**config.mk**
```make
export PLATFORM = sky130hd
export DESIGN_NAME = spsu_divider
export DESIGN_NICKNAME = d
export VERILOG_FILES = /design/src/rtl/spsu_pkg.sv /design/src/rtl/spsu_divider.sv
export SDC_FILE = /design/constraint.sdc
export NUM_CORES = 1
export LEC_CHECK = 0
export ABC_AREA = 1
export BUFFER_PORTS_ARGS = -buffer_cell sky130_fd_sc_hd__buf_2
export CORE_ASPECT_RATIO = 0.7
export CORE_MARGIN = 2
export CORE_UTILIZATION = 48
export CTS_CLUSTER_DIAMETER = 80
export DETAILED_ROUTE_END_ITERATION = 10
export GPL_ROUTABILITY_DRIVEN = 0
export GPL_TIMING_DRIVEN = 0
export PLACE_DENSITY = 0.74
export SETUP_SLACK_MARGIN = 0.2
export SLEW_MARGIN = 30
export SYNTH_ARGS = -nofsm -noshare
export SYNTH_HDL_FRONTEND = slang
export SYNTH_SLANG_ARGS = --single-unit
```
**constraint.sdc**
```tcl
create_clock -name clock -period 5.6 [get_ports clock]
set_input_delay 1.12 -clock clock [delete_from_list [all_inputs] [get_ports clock]]
set_output_delay 1.12 -clock clock [all_outputs]
set_load 0.005 [all_outputs]
```
**src/rtl/spsu_pkg.sv**
```systemverilog
// spsu_pkg: shared constants, command codes and bundle types for the
// sequence playback source. No dependencies.
`timescale 1ns / 1ps

package spsu_pkg;

   localparam int DEPTH   = 256;
   localparam int IDX_W   = $clog2(DEPTH);
   localparam int POS_W   = 9;
   localparam int DATA_W  = 64;
   localparam int CMD_W   = 2;
   localparam int CSR_W   = 9;
   localparam int CSR_A_W = 1;
   localparam int STEP_W  = $clog2(DATA_W);

   // command codes
   localparam logic [CMD_W-1:0] CMD_LOAD   = 2'd0;
   localparam logic [CMD_W-1:0] CMD_DRAW   = 2'd1;
   localparam logic [CMD_W-1:0] CMD_RANGED = 2'd2;

   // register indexes
   localparam logic [CSR_A_W-1:0] CSR_LOOP_MODE  = 1'd0;
   localparam logic [CSR_A_W-1:0] CSR_ITEM_COUNT = 1'd1;

   typedef struct packed {
      logic              en;
      logic [IDX_W-1:0]  addr;
      logic [DATA_W-1:0] data;
   } tbl_wr_type;

   typedef struct packed {
      logic              start;
      logic [DATA_W-1:0] dividend;
      logic [DATA_W-1:0] divisor;
   } div_req_type;

   typedef struct packed {
      logic              done;
      logic [DATA_W-1:0] rem;
   } div_rsp_type;

endpackage

```
**src/rtl/spsu_divider.sv**
```systemverilog
// spsu_divider: radix-2 restoring remainder unit, one bit per cycle.
// Depends on spsu_pkg.
`timescale 1ns / 1ps

module spsu_divider
   import spsu_pkg::*;
(
   input  logic        clock,
   input  logic        reset,
   input  div_req_type req,
   output div_rsp_type rsp
);

   logic [DATA_W-1:0] dvd_ff, dvd_in;
   logic [DATA_W-1:0] dvs_ff, dvs_in;
   logic [DATA_W-1:0] rem_ff, rem_in;
   logic [STEP_W-1:0] cnt_ff, cnt_in;
   logic              run_ff, run_in;
   logic              done_ff, done_in;
   logic [DATA_W:0]   trial;
   logic [DATA_W:0]   diff;

   always_comb begin
      trial   = {rem_ff, dvd_ff[DATA_W-1]};
      diff    = trial - {1'b0, dvs_ff};
      dvd_in  = dvd_ff;
      dvs_in  = dvs_ff;
      rem_in  = rem_ff;
      cnt_in  = cnt_ff;
      run_in  = run_ff;
      done_in = 1'b0;
      if (req.start) begin
         dvd_in = req.dividend;
         dvs_in = req.divisor;
         rem_in = '0;
         cnt_in = '0;
         run_in = 1'b1;
      end else if (run_ff) begin
         dvd_in = {dvd_ff[DATA_W-2:0], 1'b0};
         rem_in = diff[DATA_W] ? trial[DATA_W-1:0] : diff[DATA_W-1:0];
         cnt_in = cnt_ff + 1'b1;
         if (cnt_ff == STEP_W'(DATA_W - 1)) begin
            run_in  = 1'b0;
            done_in = 1'b1;
         end
      end
   end

   always_ff @(posedge clock) begin
      if (reset) begin
         run_ff  <= 1'b0;
         done_ff <= 1'b0;
         cnt_ff  <= '0;
      end else begin
         run_ff  <= run_in;
         done_ff <= done_in;
         cnt_ff  <= cnt_in;
      end
   end

   always_ff @(posedge clock) begin
      dvd_ff <= dvd_in;
      dvs_ff <= dvs_in;
      rem_ff <= rem_in;
   end

   assign rsp.done = done_ff;
   assign rsp.rem  = rem_ff;

   a_done_after_run: assert property (@(posedge clock) disable iff (reset)
      done_ff |-> $past(run_ff))
      else $error("remainder done without a running division");

   a_no_start_while_run: assert property (@(posedge clock) disable iff (reset)
      run_ff |-> !done_ff)
      else $error("done raised while still iterating");

   a_rem_below_divisor: assert property (@(posedge clock) disable iff (reset)
      done_ff |-> (rem_ff < dvs_ff))
      else $error("remainder not below divisor");

endmodule

```
==> impl_metrics.sql <==
INSERT INTO impl_metrics (metric_group, metric, value, unit) VALUES
('sta', 'finalHoldViolCount', '0', ''),
('setup_path', 'critical_path.endpoint_type', 'flop', ''),
('global_route', 'grt_max_degree', '54', ''),
('setup_path', 'critical_path.max_fanout', '53', ''),
('route', 'ant_nets', '0', ''),
('pwr', 'sw_frac_of_total', '28.5', '%'),
('sta', 'tightestPinTransition', '0.837', 'ns'),
('sta', 'finalCritPeriodShare', '59.3', '%'),
('outcome', 'run_status', 'finished clean', ''),
('synthesis', 'yosys.cell_count.top_type', 'nand2_1', ''),
('synthesis', 'synth_ff_type', 'edfxtp_1', ''),
('pwr', 'report.power.total', '3.46', 'mW'),
('floorplanning', 'floorplan.initialDensity', '48.4', '%'),
('clock_network', 'tritoncts_num_sinks', '200', ''),
('setup_path', 'critical-path-max-stage-delay', '0.65', 'ns'),
('clock_network', 'cts.root.buffer_cell', 'clkbuf_16', ''),
('synthesis', 'synth_top_cells_by_area', 'nand2_1 28%, edfxtp_1 27%, inv_1 13%, dfxtp_1 10%, ha_1 5.6%', ''),
('synthesis', 'synth_cell_types', '38', ''),
('final_layout', 'utilization', '55.7', '%'),
('clock_network', 'tritoncts', 'yes', ''),
('pwr', 'p_sw', '0.987', 'mW'),
('floorplanning', 'floorplan.die_area', '31400', 'um^2'),
('placed_design', 'dp_hpwl', '34.6', 'mm'),
('synthesis', 'synthesis.instances', '2299', ''),
('pwr', 'clkPwrFrac', '39.3', '%'),
('floorplanning', 'die_width', '211', 'um'),
('floorplanning', 'core_area', '29800', 'um^2'),
('final_layout', 'post_route_cells_drive_above_1_share', '10.9', '%'),
('global_route', 'grt-ovfl-total', '0', ''),
('route', 'drc_errors', '0', ''),
('synthesis', 'netlist.area_leader.share', '28.5', '%'),
('route', 'drt_iter0_markers', '1678', ''),
('sta', 'slew_violations', '0', ''),
('synthesis', 'async_flop_share', '0', '%'),
('pwr', 'cell_internal_pwr', '2.47', 'mW'),
('floorplanning', 'ios', '196', ''),
('floorplanning', 'dieHeight', '149', 'um'),
('synthesis', 'synth_edf_count', '128', ''),
('global_route', 'grt_pass1_wl', '66.7', 'mm'),
('synthesis', 'synth_largest_area_cell', 'nand2_1', ''),
('setup_path', 'crit_path_frequent_cell', 'clkbuf_1', ''),
('setup_path', 'startpoint_type', 'input port', ''),
('global_route', 'grt_pass1_vias', '12806', ''),
('placed_design', 'number_of_placed_instances_with_taps_included', '2881', ''),
('final_layout', 'final.fill_count', '2947', ''),
('run', 'max_cap_violations', '0', ''),
('clock_network', 'post_cts_hold_buffer_count', '0', ''),
('sta', 'time_the_final_worst_path_needs_with_i_o_delays_and_setup', '3.32', 'ns'),
('final_layout', 'layout.cells.non_filler', '2913', ''),
('synthesis', 'synth_seq_area_share', '36.7', '%'),
('sta', 'setup-tns-final', '0', 'ns'),
('clock_network', 'clk_pin_slew_worst_paths', '0.08', 'ns'),
('setup_path', 'critPathSlowestCell', 'clkbuf_1', ''),
('route', 'route.vias.total', '14226', ''),
('worst_hold_path', 'hp-class', 'flop to flop', ''),
('synthesis', 'syn_nets', '2496', ''),
('final_layout', 'syn2layout_area_growth', '15.1', '%'),
('setup_path', 'worstSetupPathType', 'input port to flop', ''),
('route', 'drt_first_pass_iters', '6', ''),
('setup_path', 'timing.critical_path.arrival', '3.52', 'ns'),
('placed_design', 'port-buffer-count', '195', ''),
('clock_network', 'htree_levels', '4', ''),
('clock_network', 'number_of_buffers_created_by_cts', '17', ''),
('route', 'drt-vias-per-instance', '4.88', ''),
('pwr', 'maximum_vdd_drop', '0.000193', 'V'),
('global_route', 'grt_antenna_before_repair', '2', ''),
('setup_path', 'cp.required', '5.81', 'ns'),
('clock_network', 'cts_resized', '0', ''),
('final_layout', 'design.final.nets', '2712', ''),
('synthesis', 'synth_commonest_cells', '1093 x nand2_1, 504 x inv_1, 128 x edfxtp_1, 128 x nand3_1, 102 x nor2_1', ''),
('pwr', 'register_share_of_total_power', '49.0', '%');
-- worst max-delay path, delay by kind of cell --
family        cells  cell delay, ns
simple gates      1            0.16
buf+inv           6            2.16
-- area by class of cell --
| cell class | count | area [um^2] | share of cell area, % |
|---|---|---|---|
| Buffer | 41 | 226 | 1.37 |
| Clock buffer | 17 | 425 | 2.57 |
| Clock inverter | 15 | 231 | 1.40 |
| Inverter | 512 | 1920 | 11.6 |
| Multi-Input combinational cell | 1546 | 6980 | 42.1 |
| Sequential cell | 200 | 5290 | 31.9 |
| Tap cell | 385 | 482 | 2.91 |
| Timing Repair Buffer | 197 | 1030 | 6.19 |
-- registers in the layout, summed over array words and instances, names as in the netlist --
register	count
dvs_ff	64
cnt_ff	6
run_ff	1
done_ff	1
dvd_ff	64
rem_ff	64
-- routing by layer --
layer / up-vias / GRT usage (%) / part of all wire [%]
li1: 7271 / - / -
met1: 6259 / 41.5 / 48
met2: 628 / 37.5 / 38
met3: 66 / 8.29 / 12
met4: 2 / 8.17 / 2.1
met5: - / 0 / 0.038
-- power by group through the flow --
stage | Sequential, mW | Clock, mW | Combinational [mW]
floorplan | 1.72 | 0 | 0.252
global placement | 1.73 | 0 | 0.386
detailed placement | 1.73 | 0 | 0.398
CTS | 1.70 | 1.39 | 0.400
global route | 1.71 | 1.43 | 0.455
finish | 1.70 | 1.36 | 0.404
-- path summary, 6_finish.rpt --
kind | slack (ns) | end | from | cells after the start
setup reg to reg | 2.41 | rem_ff[28]$_SDFFE_PP0P_ | dvd_ff[63]$_DFFE_PP_ | 21
setup / recovery | 2.28 | dvd_ff[8]$_DFFE_PP_ | req[128] | 7
hold reg to reg | 0.49 | rem_ff[1]$_SDFFE_PP0P_ | rem_ff[1]$_SDFFE_PP0P_ | 2
hold / removal | 0.49 | rem_ff[1]$_SDFFE_PP0P_ | rem_ff[1]$_SDFFE_PP0P_ | 2
-- per-stage QoR --
step | instance area [um^2] | setup WS [ns] | hold WS [ns]
after floorplan | 14400 | 2.36 | 0.454
after global placement | 15900 | 0.0200 | 0.471
after detailed placement | 15900 | 1.81 | 0.473
after CTS | 16600 | 2.32 | 0.488
after global routing | 16600 | 2.14 | 0.508
final | 16600 | 2.28 | 0.487
-- layout by cell type, fill, tap and decap left out, types with 2 or more instances in the layout --
master	count
nor2_4	2
nor2_2	8
clkbuf_16	17
buf_2	201
o21ai_0	12
dfxtp_1	72
o21bai_1	2
inv_2	7
inv_1	503
clkbuf_1	21
clkinv_8	6
inv_12	4
xnor2_1	25
nand2_4	3
buf_1	4
nand2_2	6
a21oi_1	51
buf_4	2
nand2_1	1093
nor2_1	101
nor4_1	2
nand3_1	128
ha_1	65
nand3b_1	7
edfxtp_1	128
xor2_1	6
buf_6	8
nand4_1	9
and3_1	2
nor3_1	14
inv_8	2
-- cell families after synthesis --
group | share of synthesized area [%]
compound gates | 2.48
xor+xnor | 1.88
fa+ha+maj | 5.78
buf+inv | 14.9
flops | 36.7
simple gates | 38.2
No activity file was read; power rests on OpenSTA's default activity.
